<file path="src/rtl/sorted_cursor_list_queue_macros.svh">
// Assertion macros for the sorted cursor list queue
`ifndef SORTED_CURSOR_LIST_QUEUE_MACROS_SVH
`define SORTED_CURSOR_LIST_QUEUE_MACROS_SVH
`ifndef ASSERT_OFF
`define SCLQ_ASSERT_IMP(label, clk, rst_n, ante, cons, msg) \
    label: assert property (@(posedge clk) disable iff (!rst_n) (ante) |-> (cons)) \
        else $error(msg);
`define SCLQ_ASSERT_NXT(label, clk, rst_n, ante, cons, msg) \
    label: assert property (@(posedge clk) disable iff (!rst_n) (ante) |=> (cons)) \
        else $error(msg);
`else
`define SCLQ_ASSERT_IMP(label, clk, rst_n, ante, cons, msg)
`define SCLQ_ASSERT_NXT(label, clk, rst_n, ante, cons, msg)
`endif
`endif

</file>
<file path="src/rtl/sclq_pkg.sv">
// ----------------------------------------------------------------------------
// sclq_pkg
// Types, constants and controller interface of the sorted cursor list queue.
// ----------------------------------------------------------------------------
package sclq_pkg;

    localparam int DEPTH  = 64;
    localparam int SLOT_W = $clog2(DEPTH + 1);
    localparam int IDX_W  = $clog2(DEPTH);
    localparam int CNT_W  = 7;
    localparam logic [SLOT_W-1:0] NIL_LINK = SLOT_W'(DEPTH);

    localparam logic [1:0] ST_DONE  = 2'd0;
    localparam logic [1:0] ST_FULL  = 2'd1;
    localparam logic [1:0] ST_EMPTY = 2'd2;

    localparam logic REQ_INSERT = 1'b0;
    localparam logic REQ_REMOVE = 1'b1;

    typedef struct packed {
        logic        req_type;
        logic [15:0] key;
        logic [7:0]  payload;
    } t_req;

    typedef struct packed {
        logic [1:0]       status;
        logic [15:0]      out_key;
        logic [7:0]       out_payload;
        logic [CNT_W-1:0] occupied;
    } t_rsp;

    // datapath operations
    localparam logic [3:0] OP_NONE     = 4'd0;
    localparam logic [3:0] OP_LATCH    = 4'd1;  // capture request, check refusal
    localparam logic [3:0] OP_RD_ENDS  = 4'd2;  // read key of tail into rd reg
    localparam logic [3:0] OP_CMP_TAIL = 4'd3;
    localparam logic [3:0] OP_RD_HEAD  = 4'd4;
    localparam logic [3:0] OP_CMP_HEAD = 4'd5;
    localparam logic [3:0] OP_RD_CUR   = 4'd6;  // read key/next/prev at cursor
    localparam logic [3:0] OP_CMP_CUR  = 4'd7;  // compare, advance or link
    localparam logic [3:0] OP_REMOVE   = 4'd8;  // read head record
    localparam logic [3:0] OP_UNLINK   = 4'd9;
    localparam logic [3:0] OP_RD_FREE  = 4'd10; // read next of free slot
    localparam logic [3:0] OP_INS_EMPTY= 4'd11;
    localparam logic [3:0] OP_INS_TAIL = 4'd12;
    localparam logic [3:0] OP_INS_HEAD = 4'd13;
    localparam logic [3:0] OP_FIN_INS  = 4'd14;
    localparam logic [3:0] OP_RD_PREV  = 4'd15; // link prev of cursor forward to new slot, new slot back (mid link)

    typedef struct packed {
        logic       go;
        logic [3:0] op;
    } t_cmd;

    typedef struct packed {
        logic refuse;     // request refused, result ready
        logic is_remove;
        logic list_empty;
        logic ge_tail;
        logic le_head;
        logic cur_gt;     // cursor key above new key
        logic rsp_busy;   // output register holds an untaken beat
        logic clr_done;
    } t_sts;

endpackage

</file>
<file path="src/rtl/sclq_datapath.sv">
// ----------------------------------------------------------------------------
// sclq_datapath
// Slot stores, link memories, list pointers and the result register.
// ----------------------------------------------------------------------------
module sclq_datapath
    import sclq_pkg::*;
(
    input  logic             i_clk,
    input  logic             i_rst_n,
    input  t_cmd             i_cmd,
    input  t_req             i_req,
    input  logic             i_cfg_we,
    input  logic [CNT_W-1:0] i_cfg_wdata,
    input  logic             i_rsp_take,
    output t_sts             o_sts,
    output logic             o_rsp_valid,
    output t_rsp             o_rsp
);

    // memories: one write and one registered read per cycle each
    logic [15:0]       key_mem  [DEPTH];
    logic [7:0]        pay_mem  [DEPTH];
    logic [SLOT_W-1:0] next_mem [DEPTH];
    logic [SLOT_W-1:0] prev_mem [DEPTH];

    logic [CNT_W-1:0]  r_cap;
    logic [SLOT_W-1:0] r_head, r_tail, r_free, r_cur, r_new;
    logic [CNT_W-1:0]  r_cnt;
    t_req              r_req;
    logic [15:0]       r_rd_key;
    logic [7:0]        r_rd_pay;
    logic [SLOT_W-1:0] r_rd_next, r_rd_prev;
    logic              r_refuse;
    logic              r_vld;
    t_rsp              r_rsp;
    logic              r_clr;
    logic [IDX_W-1:0]  r_clr_idx;

    // memory port controls
    logic              key_we, nx_we, pv_we;
    logic [IDX_W-1:0]  key_wa, nx_wa, pv_wa, rd_a;
    logic [15:0]       key_wd;
    logic [SLOT_W-1:0] nx_wd, pv_wd;
    logic              rd_en;
    logic [CNT_W-1:0]  eff_cap;
    logic              full_now;
    logic              rsp_load;
    t_rsp              rsp_d;

    assign eff_cap  = (r_cap > CNT_W'(DEPTH)) ? CNT_W'(DEPTH) : r_cap;
    assign full_now = (r_cnt >= eff_cap) || (r_free == NIL_LINK);

    // port selection per operation
    always_comb begin
        key_we = 1'b0; nx_we = 1'b0; pv_we = 1'b0;
        key_wa = r_new[IDX_W-1:0]; nx_wa = r_new[IDX_W-1:0]; pv_wa = r_new[IDX_W-1:0];
        key_wd = r_req.key; nx_wd = NIL_LINK; pv_wd = NIL_LINK;
        rd_en  = 1'b0; rd_a = r_cur[IDX_W-1:0];
        rsp_load = 1'b0;
        rsp_d = '0;
        if (r_clr) begin
            nx_we = 1'b1; pv_we = 1'b1;
            nx_wa = r_clr_idx; pv_wa = r_clr_idx;
            nx_wd = SLOT_W'(r_clr_idx) + SLOT_W'(1);
        end else if (i_cmd.go) begin
            unique case (i_cmd.op)
                OP_RD_ENDS: begin
                    rd_en = 1'b1; rd_a = r_tail[IDX_W-1:0];
                end
                OP_RD_HEAD, OP_REMOVE: begin
                    rd_en = 1'b1; rd_a = r_head[IDX_W-1:0];
                end
                OP_RD_CUR: begin
                    rd_en = 1'b1; rd_a = r_cur[IDX_W-1:0];
                end
                OP_RD_FREE: begin
                    rd_en = 1'b1; rd_a = r_free[IDX_W-1:0];
                    key_we = 1'b1;
                end
                OP_CMP_TAIL: begin
                    // detach the new slot: both links null until it is placed
                    nx_we = 1'b1; pv_we = 1'b1;
                end
                OP_INS_EMPTY: begin
                    nx_we = 1'b1; pv_we = 1'b1;
                end
                OP_INS_TAIL: begin
                    nx_we = 1'b1; nx_wa = r_tail[IDX_W-1:0]; nx_wd = r_new;
                    pv_we = 1'b1; pv_wd = r_tail;
                end
                OP_INS_HEAD: begin
                    // new slot -> old head; old head prev -> new
                    nx_we = 1'b1; nx_wd = r_head;
                    pv_we = 1'b1; pv_wa = r_head[IDX_W-1:0]; pv_wd = r_new;
                end
                OP_CMP_CUR: begin
                    if (o_sts.cur_gt) begin
                        // new slot -> cursor; cursor prev -> new
                        pv_we = 1'b1; pv_wa = r_cur[IDX_W-1:0]; pv_wd = r_new;
                        nx_we = 1'b1; nx_wd = r_cur;
                    end
                end
                OP_RD_PREV: begin
                    // link predecessor forward to new, new back to it
                    nx_we = 1'b1; nx_wa = r_rd_prev[IDX_W-1:0]; nx_wd = r_new;
                    pv_we = 1'b1; pv_wd = r_rd_prev;
                end
                OP_UNLINK: begin
                    nx_we = 1'b1; nx_wa = r_head[IDX_W-1:0]; nx_wd = r_free;
                    pv_we = (r_rd_next != NIL_LINK);
                    pv_wa = r_rd_next[IDX_W-1:0]; pv_wd = NIL_LINK;
                    rsp_load = 1'b1;
                    rsp_d.status = ST_DONE; rsp_d.out_key = r_rd_key;
                    rsp_d.out_payload = r_rd_pay; rsp_d.occupied = r_cnt - CNT_W'(1);
                end
                OP_FIN_INS: begin
                    rsp_load = 1'b1;
                    rsp_d.status = ST_DONE; rsp_d.occupied = r_cnt + CNT_W'(1);
                end
                OP_LATCH: begin
                    if (i_req.req_type == REQ_REMOVE ? (r_cnt == '0) : full_now) begin
                        rsp_load = 1'b1;
                        rsp_d.status = (i_req.req_type == REQ_REMOVE) ? ST_EMPTY : ST_FULL;
                        rsp_d.occupied = r_cnt;
                    end
                end
                default: ;
            endcase
        end
    end

    // memories
    always_ff @(posedge i_clk) begin
        if (key_we) begin
            key_mem[key_wa] <= key_wd;
            pay_mem[key_wa] <= r_req.payload;
        end
        if (nx_we) next_mem[nx_wa] <= nx_wd;
        if (pv_we) prev_mem[pv_wa] <= pv_wd;
        if (rd_en) begin
            r_rd_key  <= key_mem[rd_a];
            r_rd_pay  <= pay_mem[rd_a];
            r_rd_next <= next_mem[rd_a];
            r_rd_prev <= prev_mem[rd_a];
        end
    end

    // pointers, count and request capture
    always_ff @(posedge i_clk) begin
        if (!i_rst_n) begin
            r_cap <= CNT_W'(64); r_head <= NIL_LINK; r_tail <= NIL_LINK;
            r_free <= '0; r_cnt <= '0; r_vld <= 1'b0; r_refuse <= 1'b0;
            r_clr <= 1'b1; r_clr_idx <= '0; r_cur <= NIL_LINK; r_new <= '0;
        end else begin
            if (i_cfg_we) r_cap <= i_cfg_wdata;
            if (r_clr) begin
                r_clr_idx <= r_clr_idx + IDX_W'(1);
                if (r_clr_idx == IDX_W'(DEPTH - 1)) r_clr <= 1'b0;
            end
            if (i_rsp_take) r_vld <= 1'b0;
            if (rsp_load) begin
                r_vld <= 1'b1; r_rsp <= rsp_d;
            end
            if (i_cmd.go) begin
                unique case (i_cmd.op)
                    OP_LATCH: begin
                        r_req <= i_req;
                        r_refuse <= (i_req.req_type == REQ_REMOVE) ? (r_cnt == '0)
                                                                     : full_now;
                        r_new <= r_free;
                    end
                    OP_RD_FREE: ;
                    OP_RD_ENDS: ;
                    OP_CMP_TAIL: r_free <= r_rd_next;
                    OP_INS_EMPTY: begin
                        r_head <= r_new; r_tail <= r_new;
                    end
                    OP_INS_TAIL: r_tail <= r_new;
                    OP_INS_HEAD: r_head <= r_new;
                    OP_RD_HEAD: r_cur <= r_head;
                    OP_CMP_CUR: if (!o_sts.cur_gt) r_cur <= r_rd_next;
                    OP_FIN_INS: r_cnt <= r_cnt + CNT_W'(1);
                    OP_UNLINK: begin
                        r_free <= r_head;
                        r_head <= r_rd_next;
                        if (r_rd_next == NIL_LINK) r_tail <= NIL_LINK;
                        r_cnt <= r_cnt - CNT_W'(1);
                    end
                    default: ;
                endcase
            end
        end
    end

    assign o_sts.refuse     = r_refuse;
    assign o_sts.is_remove  = r_req.req_type;
    assign o_sts.list_empty = (r_head == NIL_LINK);
    assign o_sts.ge_tail    = (r_req.key >= r_rd_key);
    assign o_sts.le_head    = (r_req.key <= r_rd_key);
    assign o_sts.cur_gt     = (r_req.key < r_rd_key);
    assign o_sts.rsp_busy   = r_vld && !i_rsp_take;
    assign o_sts.clr_done   = !r_clr;

    assign o_rsp_valid = r_vld;
    assign o_rsp       = r_rsp;

endmodule

</file>
<file path="src/rtl/sclq_ctrl.sv">
// ----------------------------------------------------------------------------
// sclq_ctrl
// Sequencer for insert and remove-min: at most one datapath operation per step.
// ----------------------------------------------------------------------------
module sclq_ctrl
    import sclq_pkg::*;
(
    input  logic i_clk,
    input  logic i_rst_n,
    input  logic i_req_valid,
    input  t_sts i_sts,
    output logic o_req_stall,
    output t_cmd o_cmd
);

    localparam logic [3:0] S_IDLE   = 4'd0;
    localparam logic [3:0] S_CHECK  = 4'd1;
    localparam logic [3:0] S_FREE   = 4'd2;
    localparam logic [3:0] S_ENDS   = 4'd3;
    localparam logic [3:0] S_CTAIL  = 4'd4;
    localparam logic [3:0] S_RHEAD  = 4'd5;
    localparam logic [3:0] S_CHEAD  = 4'd6;
    localparam logic [3:0] S_RCUR   = 4'd7;
    localparam logic [3:0] S_CCUR   = 4'd8;
    localparam logic [3:0] S_LPREV  = 4'd9;
    localparam logic [3:0] S_FIN    = 4'd10;
    localparam logic [3:0] S_RREM   = 4'd11;
    localparam logic [3:0] S_UNLINK = 4'd12;
    localparam logic [3:0] S_HLINK  = 4'd13;

    logic [3:0] r_state, n_state;
    logic       r_empty_ins, n_empty_ins;

    // accept only when idle, clear pass done and no result waiting
    assign o_req_stall = !(r_state == S_IDLE && i_sts.clr_done && !i_sts.rsp_busy);

    always_comb begin
        n_state = r_state;
        n_empty_ins = r_empty_ins;
        o_cmd = '0;
        unique case (r_state)
            S_IDLE: begin
                if (i_req_valid && !o_req_stall) begin
                    o_cmd = '{go: 1'b1, op: OP_LATCH};
                    n_state = S_CHECK;
                end
            end
            S_CHECK: begin
                if (i_sts.refuse) n_state = S_IDLE;
                else if (i_sts.is_remove) n_state = S_RREM;
                else begin
                    n_empty_ins = i_sts.list_empty;
                    n_state = S_FREE;
                end
            end
            S_FREE: begin
                o_cmd = '{go: 1'b1, op: OP_RD_FREE};
                n_state = S_CTAIL;
            end
            S_CTAIL: begin
                // pops the free chain (read data holds next of free slot)
                o_cmd = '{go: 1'b1, op: OP_CMP_TAIL};
                n_state = r_empty_ins ? S_HLINK : S_ENDS;
            end
            S_ENDS: begin
                o_cmd = '{go: 1'b1, op: OP_RD_ENDS};
                n_state = S_RHEAD;
            end
            S_RHEAD: begin
                if (i_sts.ge_tail) begin
                    o_cmd = '{go: 1'b1, op: OP_INS_TAIL};
                    n_state = S_FIN;
                end else begin
                    o_cmd = '{go: 1'b1, op: OP_RD_HEAD};
                    n_state = S_CHEAD;
                end
            end
            S_CHEAD: begin
                if (i_sts.le_head) begin
                    o_cmd = '{go: 1'b1, op: OP_INS_HEAD};
                    n_state = S_FIN;
                end else begin
                    o_cmd = '{go: 1'b1, op: OP_CMP_CUR};
                    n_state = S_RCUR;
                end
            end
            S_HLINK: begin
                // empty list: new slot becomes head and tail
                o_cmd = '{go: 1'b1, op: OP_INS_EMPTY};
                n_state = S_FIN;
            end
            S_RCUR: begin
                o_cmd = '{go: 1'b1, op: OP_RD_CUR};
                n_state = S_CCUR;
            end
            S_CCUR: begin
                o_cmd = '{go: 1'b1, op: OP_CMP_CUR};
                n_state = i_sts.cur_gt ? S_LPREV : S_RCUR;
            end
            S_LPREV: begin
                o_cmd = '{go: 1'b1, op: OP_RD_PREV};
                n_state = S_FIN;
            end
            S_FIN: begin
                o_cmd = '{go: 1'b1, op: OP_FIN_INS};
                n_state = S_IDLE;
            end
            S_RREM: begin
                o_cmd = '{go: 1'b1, op: OP_REMOVE};
                n_state = S_UNLINK;
            end
            S_UNLINK: begin
                o_cmd = '{go: 1'b1, op: OP_UNLINK};
                n_state = S_IDLE;
            end
            default: n_state = S_IDLE;
        endcase
    end

    always_ff @(posedge i_clk) begin
        if (!i_rst_n) begin
            r_state <= S_IDLE;
            r_empty_ins <= 1'b0;
        end else begin
            r_state <= n_state;
            r_empty_ins <= n_empty_ins;
        end
    end

endmodule

</file>
<file path="src/rtl/sorted_cursor_list_queue.sv">
// ----------------------------------------------------------------------------
// sorted_cursor_list_queue
// Priority queue over a sorted doubly linked list of 64 slots with free chain.
// ----------------------------------------------------------------------------
// One request at a time. After reset a clearing pass over all 64 slots
// rebuilds the link memories before the first request is taken. A remove-min
// reads the head record, then unlinks it; a tail or head insert reads the
// ends after taking a free slot, and a middle insert walks the list from the
// head, one link memory read and then the compare per slot. A request is
// taken only once the previous result beat has left the output register.
module sorted_cursor_list_queue
    import sclq_pkg::*;
(
    input  logic             i_clk,
    input  logic             i_rst_n,
    input  logic             i_cfg_we,
    input  logic [CNT_W-1:0] i_cfg_wdata,
    input  logic             i_req_valid,
    output logic             o_req_stall,
    input  t_req             i_req,
    output logic             o_rsp_valid,
    input  logic             i_rsp_stall,
    output t_rsp             o_rsp
);
`include "sorted_cursor_list_queue_macros.svh"

    t_cmd cmd;
    t_sts sts;

    sclq_ctrl u_ctrl (
        .i_clk       (i_clk),
        .i_rst_n     (i_rst_n),
        .i_req_valid (i_req_valid),
        .i_sts       (sts),
        .o_req_stall (o_req_stall),
        .o_cmd       (cmd)
    );

    sclq_datapath u_dp (
        .i_clk       (i_clk),
        .i_rst_n     (i_rst_n),
        .i_cmd       (cmd),
        .i_req       (i_req),
        .i_cfg_we    (i_cfg_we),
        .i_cfg_wdata (i_cfg_wdata),
        .i_rsp_take  (o_rsp_valid && !i_rsp_stall),
        .o_sts       (sts),
        .o_rsp_valid (o_rsp_valid),
        .o_rsp       (o_rsp)
    );

    `SCLQ_ASSERT_IMP(a_occ_range, i_clk, i_rst_n, o_rsp_valid, o_rsp.occupied <= CNT_W'(DEPTH), "occupied above depth")
    `SCLQ_ASSERT_IMP(a_status_code, i_clk, i_rst_n, o_rsp_valid, o_rsp.status <= ST_EMPTY, "bad status code")
    `SCLQ_ASSERT_NXT(a_one_req, i_clk, i_rst_n, i_req_valid && !o_req_stall, o_req_stall, "request taken while busy")

endmodule

</file>
<file path="config.mk">
export PLATFORM = sky130hd
export DESIGN_NAME = sorted_cursor_list_queue
export DESIGN_NICKNAME = d
export VERILOG_FILES = /design/src/rtl/sclq_pkg.sv /design/src/rtl/sclq_datapath.sv /design/src/rtl/sclq_ctrl.sv /design/src/rtl/sorted_cursor_list_queue.sv
export VERILOG_INCLUDE_DIRS = /design/src /design/src/rtl
export SDC_FILE = /design/constraint.sdc
export NUM_CORES = 2
export LEC_CHECK = 0
export ABC_CLOCK_PERIOD_IN_PS = 8000
export BUFFER_PORTS_ARGS = -buffer_cell sky130_fd_sc_hd__buf_4
export CORE_UTILIZATION = 63
export DETAILED_ROUTE_END_ITERATION = 7
export GPL_TIMING_DRIVEN = 1
export PLACE_DENSITY = 0.86
export RECOVER_POWER = 50
export SETUP_SLACK_MARGIN = 0.5
export SLEW_MARGIN = 20
export SYNTH_ARGS = -nofsm -noshare
export SYNTH_HDL_FRONTEND = slang
export SYNTH_SLANG_ARGS = --single-unit
</file>
<file path="constraint.sdc">
create_clock -name i_clk -period 8 [get_ports i_clk]
set_clock_uncertainty 0.15 [all_clocks]
set_input_delay 0.4 -clock i_clk [delete_from_list [all_inputs] [get_ports i_clk]]
set_output_delay 0.4 -clock i_clk [all_outputs]
set_load 0.01 [all_outputs]
</file>
# Word level (Yosys, flattened, before mapping)
# Memories as Yosys holds them, arrays and structs flattened. A register that Yosys moved wholly into a read port is not among the register bits.
# Cells that the tools add are included.
[totals]
reg_bits = 121
mem_bits_rw = 2432
input_bits = 37
output_inout_bits = 35
wordCells = 183
n_memories = 4
[memory_table]
columns = ["memory", "depth", "width", "rd", "rd_clocked_by_memory_dff", "write_ports", "line", "rtl"]
rows = [
  ["u_dp.key_mem", 64, 16, 1, 1, 1, "sclq_datapath.sv:21", "logic [15:0] key_mem [DEPTH];"],
  ["u_dp.pay_mem", 64, 8, 1, 1, 1, "sclq_datapath.sv:22", "logic [7:0] pay_mem [DEPTH];"],
  ["u_dp.next_mem", 64, 7, 1, 1, 1, "sclq_datapath.sv:23", "logic [SLOT_W-1:0] next_mem [DEPTH];"],
  ["u_dp.prev_mem", 64, 7, 1, 1, 1, "sclq_datapath.sv:24", "logic [SLOT_W-1:0] prev_mem [DEPTH];"],
]
[op_classes]
add_sub_neg = 4
n_lt_le_gt_ge = 5
eq_ne = 35
n_mux = 69
n_bitwise = 6
n_reduce_logical = 40
[op_table]
columns = ["operator", "n"]
rows = [
  ["$mux 7", 10],
  ["$pmux 7 s2", 5],
  ["$pmux 5 s13", 1],
  ["$eq 4x4->1 const B", 14],
  ["$pmux 7 s4", 2],
  ["$pmux 6 s3", 3],
  ["$pmux 4 s11", 1],
  ["$mux 6", 7],
  ["$mux 4", 9],
  ["$eq 4x3->1 const B", 7],
  ["$mux 1", 25],
  ["$eq 7x7->1 const B", 3],
  ["$pmux 7 s3", 1],
  ["$eq 4x2->1 const B", 4],
  ["$ge 16x16->1", 1],
  ["$le 16x16->1", 1],
  ["$lt 16x16->1", 1],
  ["$reduce_or 2->1", 7],
  ["$reduce_and 3->1", 4],
  ["$reduce_bool 2->1", 6],
  ["$reduce_and 2->1", 5],
  ["$reduce_or 5->1", 2],
  ["$eq 4x1->1 const B", 2],
  ["$add 6x1->7 const B", 1],
  ["22 further kinds", 37],
]

# Longest topological paths before layout
[logic_depth]
word_depth = 16
depth_mapped = 19
ltp_nobuf = 13

# Cells and area by module
# Synthesis repeated with hierarchy kept, for this count alone.
[unflattened]
hier_cells = 6673
area_unflattened_um2 = 100851.7
[modules_own_cells]
columns = ["module", "n_inst", "cells_each", "area_per_inst_um2"]
rows = [
  ["sclq_datapath", 1, 6595, 100288.7],
  ["sclq_ctrl", 1, 77, 549.3],
  ["sorted_cursor_list_queue", 1, 1, 13.8],
]

# Least setup slack after synthesis
# OpenSTA, ideal clock, no wires.
[synth_path]
path_type = "reg2reg"
startpoint = "reg u_dp.r_req (netlist bit u_dp.key_wd[1])"
endpoint = "mem u_dp.next_mem[0][1] in the netlist's numbering, data pin"
setup_ns = 0.702
arrival_time_ns = 5.914
required_ns = 7.148
setup_slack_ns = 1.235
path_stages_with_launch = 12
n_path_buf = 1
path_cell_list = "edfxtp_1 ha_1 nor2b_1 o211a_1 o21ai_1 and3_1 clkbuf_1 nor2_1 nor4_1 a22oi_1 and3_1 o21ai_0"
[synth_between]
elab_chain_len = 8
[synth_lines]
columns = ["item", "line", "rtl"]
rows = [
  ["start, declared", "sclq_datapath.sv:29", "t_req r_req;"],
  ["start signal, assigned", "sclq_datapath.sv:167", "r_req <= i_req;"],
  ["$le 16x16->1 / $ge 16x16->1 (equally long branches)", "sclq_datapath.sv:199, sclq_datapath.sv:198", ""],
  ["$mux 4 (on tied branches)", "sclq_ctrl.sv:79, sclq_ctrl.sv:70", ""],
  ["$pmux 5 s13", "sclq_ctrl.sv:41", "unique case (r_state)"],
  ["$eq 4x4->1", "sclq_datapath.sv:66", "unique case (i_cmd.op)"],
  ["$reduce_or 2->1 (no line)", "n/a", ""],
  ["$pmux 7 s4 (*)", "sclq_datapath.sv:66", ""],
  ["$mux 7 (*)", "sclq_datapath.sv:65", "end else if (i_cmd.go) begin"],
  ["$mux 7 (*)", "sclq_datapath.sv:61", "if (r_clr) begin"],
  ["net u_dp.nx_wd[1]", "sclq_datapath.sv:43", "logic [SLOT_W-1:0] nx_wd, pv_wd;"],
  ["end, declared", "sclq_datapath.sv:23", ""],
]
# Mark *: on every way through the listed nets, which the timed path passes. The rest lies on a longest branch.

# Worst setup path after layout
[layout_path]
startpoint = "reg u_dp.r_clr"
endpoint = "reg u_dp.r_rd_key[0], read port of u_dp.key_mem, data pin"
[layout_between]
elab_chain_len = 11
[layout_lines]
columns = ["item", "line", "rtl"]
rows = [
  ["start, declared", "sclq_datapath.sv:36", "logic r_clr;"],
  ["start signal, assigned", "sclq_datapath.sv:153", "r_clr <= 1'b1; r_clr_idx <= '0; r_cur <= NIL_LINK; r_new <= '0;"],
  ["start signal, assigned", "sclq_datapath.sv:158", "if (r_clr_idx == IDX_W'(DEPTH - 1)) r_clr <= 1'b0;"],
  ["$logic_not 1->1", "sclq_datapath.sv:202", "assign o_sts.clr_done = !r_clr;"],
  ["$logic_and 1x1->1 (2 in series)", "sclq_ctrl.sv:35", "assign o_req_stall = !(r_state == S_IDLE && i_sts.clr_done && !i_sts.rsp_busy);"],
  ["$logic_and 1x1->1", "sclq_ctrl.sv:43", "if (i_req_valid && !o_req_stall) begin"],
  ["$mux 5", "sclq_ctrl.sv:43", ""],
  ["$pmux 5 s13", "sclq_ctrl.sv:41", ""],
  ["$eq 4x4->1, or another cell as far along", "sclq_datapath.sv:66", ""],
  ["$reduce_or 2->1 / $reduce_or 5->1 (equally long branches)", "n/a", ""],
  ["$pmux 6 s3 / $mux 1 (equally long branches)", "sclq_datapath.sv:66", ""],
  ["$mux 6 / $mux 1 (equally long branches)", "sclq_datapath.sv:65", ""],
  ["$mux 6 / $mux 1 (equally long branches)", "sclq_datapath.sv:61", ""],
  ["end, declared", "sclq_datapath.sv:30", "logic [15:0] r_rd_key;"],
]
# Parallel ways exist; a longest one is shown, timed or not.
# A chain may end at the register's enable or synchronous reset.

==> metrics.log <==
INFO  metric run_status = complete, but fails checks
INFO  metric violations = design-rule violations, max-capacitance violations, max-slew violations
INFO  metric io_buffer_count = 71
INFO  metric worstSetupPathType = register to register
INFO  metric via_count_of_the_first_global_routing_pass = approximately 63000
INFO  metric final_layout_size_suffix_gt1_share = 8.53%
INFO  metric cts.path.max_buffers = 3
INFO  metric path_max_fanout = 84
INFO  metric drc_errors = 28
INFO  metric postSynth.topFlopCell = sky130_fd_sc_hd__edfxtp_1
INFO  metric grt_max_degree = 186
INFO  metric grt_overflow = 0
INFO  metric critical-path-slowest-cell = sky130_fd_sc_hd__a21oi_4
INFO  metric synth_fp_nets = 7080
INFO  metric fraction_of_post_synthesis_cell_area_in_the_top_cell_type_by_area = 72.0%
INFO  metric synth.lib_cells_used.distinct = 70
INFO  metric timing.max_cap.violations = 67
INFO  metric static-leakage-power = 35.1 nW
INFO  metric fin_crit = 7.25 ns
INFO  metric worst_pin_slew = between 4 and 5 ns
INFO  metric detailedRoute.firstPassIterationCount = 8
INFO  metric clockRootBuffer = sky130_fd_sc_hd__clkbuf_16
INFO  metric grt_first_pass_wirelength = 412 mm
INFO  metric ff2ff_path_depth = 13
INFO  metric io-pin-count = 72
INFO  metric worst_case_register_to_register_setup_slack = 0.75 ns
INFO  metric floorplan.die.width = around 410 um
INFO  metric flow.area_growth_from_synthesis = 10.1%
INFO  metric worst_r2r_endpoint = u_dp.r_rd_key[0]
INFO  metric area_inside_the_core_boundary = between 0.15 and 0.2 mm2
INFO  metric clk_transition_reported_paths = 0.07 ns
INFO  metric die_h = a little over 400 um
INFO  metric ys.warnings.count = 0
INFO  metric clkLatencyLatePin = 0.89 ns
INFO  metric dr.first_iter.drc_count = 11717
INFO  metric cp.arrival = 7.68 ns
INFO  metric tritoncts.num_buffers = 226
INFO  metric track_usage = 34.3%
INFO  metric report.final.slew_viol_count = between 2000 and 2500
INFO  metric totalPowerFinal = 25.1 mW
INFO  metric async_reset_ff_share = 0%
INFO  metric yosys.area.top_type = sky130_fd_sc_hd__edfxtp_1
INFO  metric power_density = 222 mW/mm2
INFO  metric crit_path_frequent_cell = sky130_fd_sc_hd__buf_4
INFO  metric gp_congestion = 0.952
INFO  metric initial_core_util = roughly 64%
INFO  metric detail_route.wirelength = 287 mm
INFO  metric tritoncts = done
INFO  metric antenna_found_initial = 21
INFO  metric sequence_of_cells_on_the_critical_path = buf_4 -> nor4_4 -> nand3_1 -> a21oi_4 -> a41oi_1 -> and2_4 -> nand4_1 -> buf_4 -> buf_4 -> o22ai_1 -> o21ai_0 -> and4_1 -> nand4_1
INFO  metric postSynthRegisterBits = 2525
INFO  metric cts_resizes = 0
INFO  metric cts_num_sinks = 2525
INFO  metric worst_r2r_startpoint = u_dp.r_clr
INFO  metric nets = between 7000 and 8000
INFO  metric mean_routed_wirelength_per_cell = 30.4 um
INFO  metric setup_tns_final = 0 ns
INFO  metric maxSlewHeadroom = -175%
INFO  metric synthTopCellsByCount = 2463 x sky130_fd_sc_hd__edfxtp_1, 1074 x sky130_fd_sc_hd__nand2_1, 657 x sky130_fd_sc_hd__mux2i_1
INFO  metric timing.final.hold_violations = 0
INFO  metric pre_cts_ws = 1.15 ns
INFO  metric synth_cells = between 7000 and 8000
INFO  metric synth_top_cells_by_area = sky130_fd_sc_hd__edfxtp_1 72%, sky130_fd_sc_hd__mux2i_1 6.4%, sky130_fd_sc_hd__nand2_1 3.9%
INFO  metric critPathRequiredTime = 8.43 ns
INFO  metric type_of_element_launching_the_critical_path = register
INFO  metric seq_area_frac_synth = around three quarters
INFO  metric htree_num_levels = 4
INFO  metric worst_slack = 0.749 ns
INFO  metric finalSetupViolations = 0
INFO  metric critical_path.max_stage_delay = 1.01 ns
INFO  metric worst_min_path_class = input pin to register
INFO  metric antenna_violating_nets_post_route = 0
INFO  metric yosys.cell_count.top_type = sky130_fd_sc_hd__edfxtp_1
INFO  metric irDropWorstVdd = roughly 0.24 mV
INFO  metric edff_count_synth = 2463
INFO  metric worst_setup_path_startpoint = u_dp.r_clr
INFO  metric post-route-period-util = a little over 90%
INFO  metric std_cell_rows = 147
INFO  metric post_synth_instance_area = approximately 0.10 mm2
INFO  metric avgViaCountPerCell = 7.04
INFO  metric dp_hpwl = roughly 160 mm
INFO  metric worstSetupEndpoint = u_dp.r_rd_key[0]
INFO  metric fmax = 0.138 GHz
INFO  metric die-area = between 0.15 and 0.2 mm2
INFO  metric rsz0062_at_grt = no
INFO  metric crit_path_end_kind = register
INFO  metric postSynthAreaPerCell = around 15 um2
INFO  metric via_count = 66315
-- layout by cell type, fill, tap and decap left out, drive strengths merged, types with 88 or more instances in the layout --
master	netlist	layout
and3	168	168
nand4	156	156
a22oi	97	97
nand3b	120	120
o22ai	263	263
a311oi	111	111
o21ai	292	292
buf	177	121
mux2i	657	657
a31oi	88	88
a21oi	127	127
clkbuf	290	400
edfxtp	2463	2463
clkinv	1	112
nor2	240	240
nand2	1074	1074
-- final cells by class --
type / instances / area, um2
Clock buffer: 272 / 5890
Clock inverter: 137 / 1160
Inverter: 66 / 248
Fill cell: 9616 / 48100
Multi-Input combinational cell: 3959 / 25700
Timing Repair Buffer: 298 / 2120
Tap cell: 2160 / 2700
Antenna cell: 7 / 17.5
Sequential cell: 2525 / 75200
-- how the worst min path moves through the flow --
| stage | slack [ns] | cells past startpoint | to | start |
|---|---|---|---|---|
| floorplan | 0.30 | 2 | u_dp.r_cur[6] | u_dp.r_cur[6] |
| global placement | 0.32 | 2 | u_dp.r_cur[6] | u_dp.r_cur[6] |
| detailed placement | 0.34 | 2 | u_dp.r_cur[6] | u_dp.r_cur[6] |
| CTS | 0.05 | 2 | u_dp.r_req[6] | i_req[6] |
| global route | 0.1 | 2 | u_dp.r_req[0] | i_req[0] |
| finish | 0.10 | 2 | u_dp.r_req[0] | i_req[0] |
-- layer usage --
metal / wire length (um) / GRT usage [%] / vias to the layer above
met5: 119 / 0 / -
met3: 42500 / 10.2 / 981
met2: 131000 / 52.4 / 5809
met4: 16000 / 16.9 / 20
li1: - / - / 27273
met1: 97700 / 45.1 / 32232
-- power breakdown --
part	internal (mW)	switching, mW	leakage, nW
Combinational	0.0588	0.142	8.76
Clock	5.77	4.78	3.46
Sequential	14.4	0.0103	22.9
Total	20.2	4.93	35.1
-- registers in the layout, indices dropped and copies added, names as in the netlist, 7 cells and up --
signal	cells
u_dp.r_rd_pay	8
u_dp.prev_mem	384
u_dp.r_rd_next	7
u_dp.r_cnt	7
u_dp.key_mem	1024
u_dp.next_mem	448
u_dp.pay_mem	512
u_dp.key_wd	16
u_dp.r_head	7
u_dp.r_cap	7
u_dp.r_req	8
u_dp.o_rsp	33
u_dp.r_cur	7
u_dp.r_rd_key	16
u_dp.r_new	7
u_dp.r_free	7
-- cell families (layout without fill, tap and decap cells) --
family | Yosys count | after routing | synth area share (%)
mux | 729 | 729 | 7.20
other cells | 0 | 7 | 0
flops | 2525 | 2525 | 73.3
buf+inv | 533 | 773 | 2.16
simple gates | 1981 | 1981 | 9.15
xor+xnor | 13 | 13 | 0.111
fa+ha+maj | 26 | 26 | 0.317
compound gates | 1210 | 1210 | 7.81
-- worst max-delay path, delay by kind of cell (launching register included) --
kind	cells	cell delay, ns
compound gates	4	2.33
buf+inv	3	1.71
flops	1	0.30
simple gates	6	2.36
-- what timing repair did --
| item | in CTS | in global routing |
|---|---|---|
| hold endpoints to repair | 85 | 0 |
| hold buffers | 49 | 0 |
| buffers inserted | 0 | 0 |
| setup endpoints to repair | 0 | 0 |
-- per-stage QoR --
step / hold WS (ns) / cells / instance area (um2) / util (%)
2_1_floorplan: 0.305 / 7017 / 103000 / -
3_3_place_gp: 0.322 / 8953 / 106000 / 65.7
3_5_place_dp: 0.338 / 8957 / 106000 / 65.8
4_1_cts: 0.0521 / 9415 / 113000 / 70.4
5_1_grt: 0.0999 / 9417 / 113000 / 70.1
6_report: 0.104 / 9424 / 113000 / 70.2
Note: power is estimated with default switching activity, not from simulation.
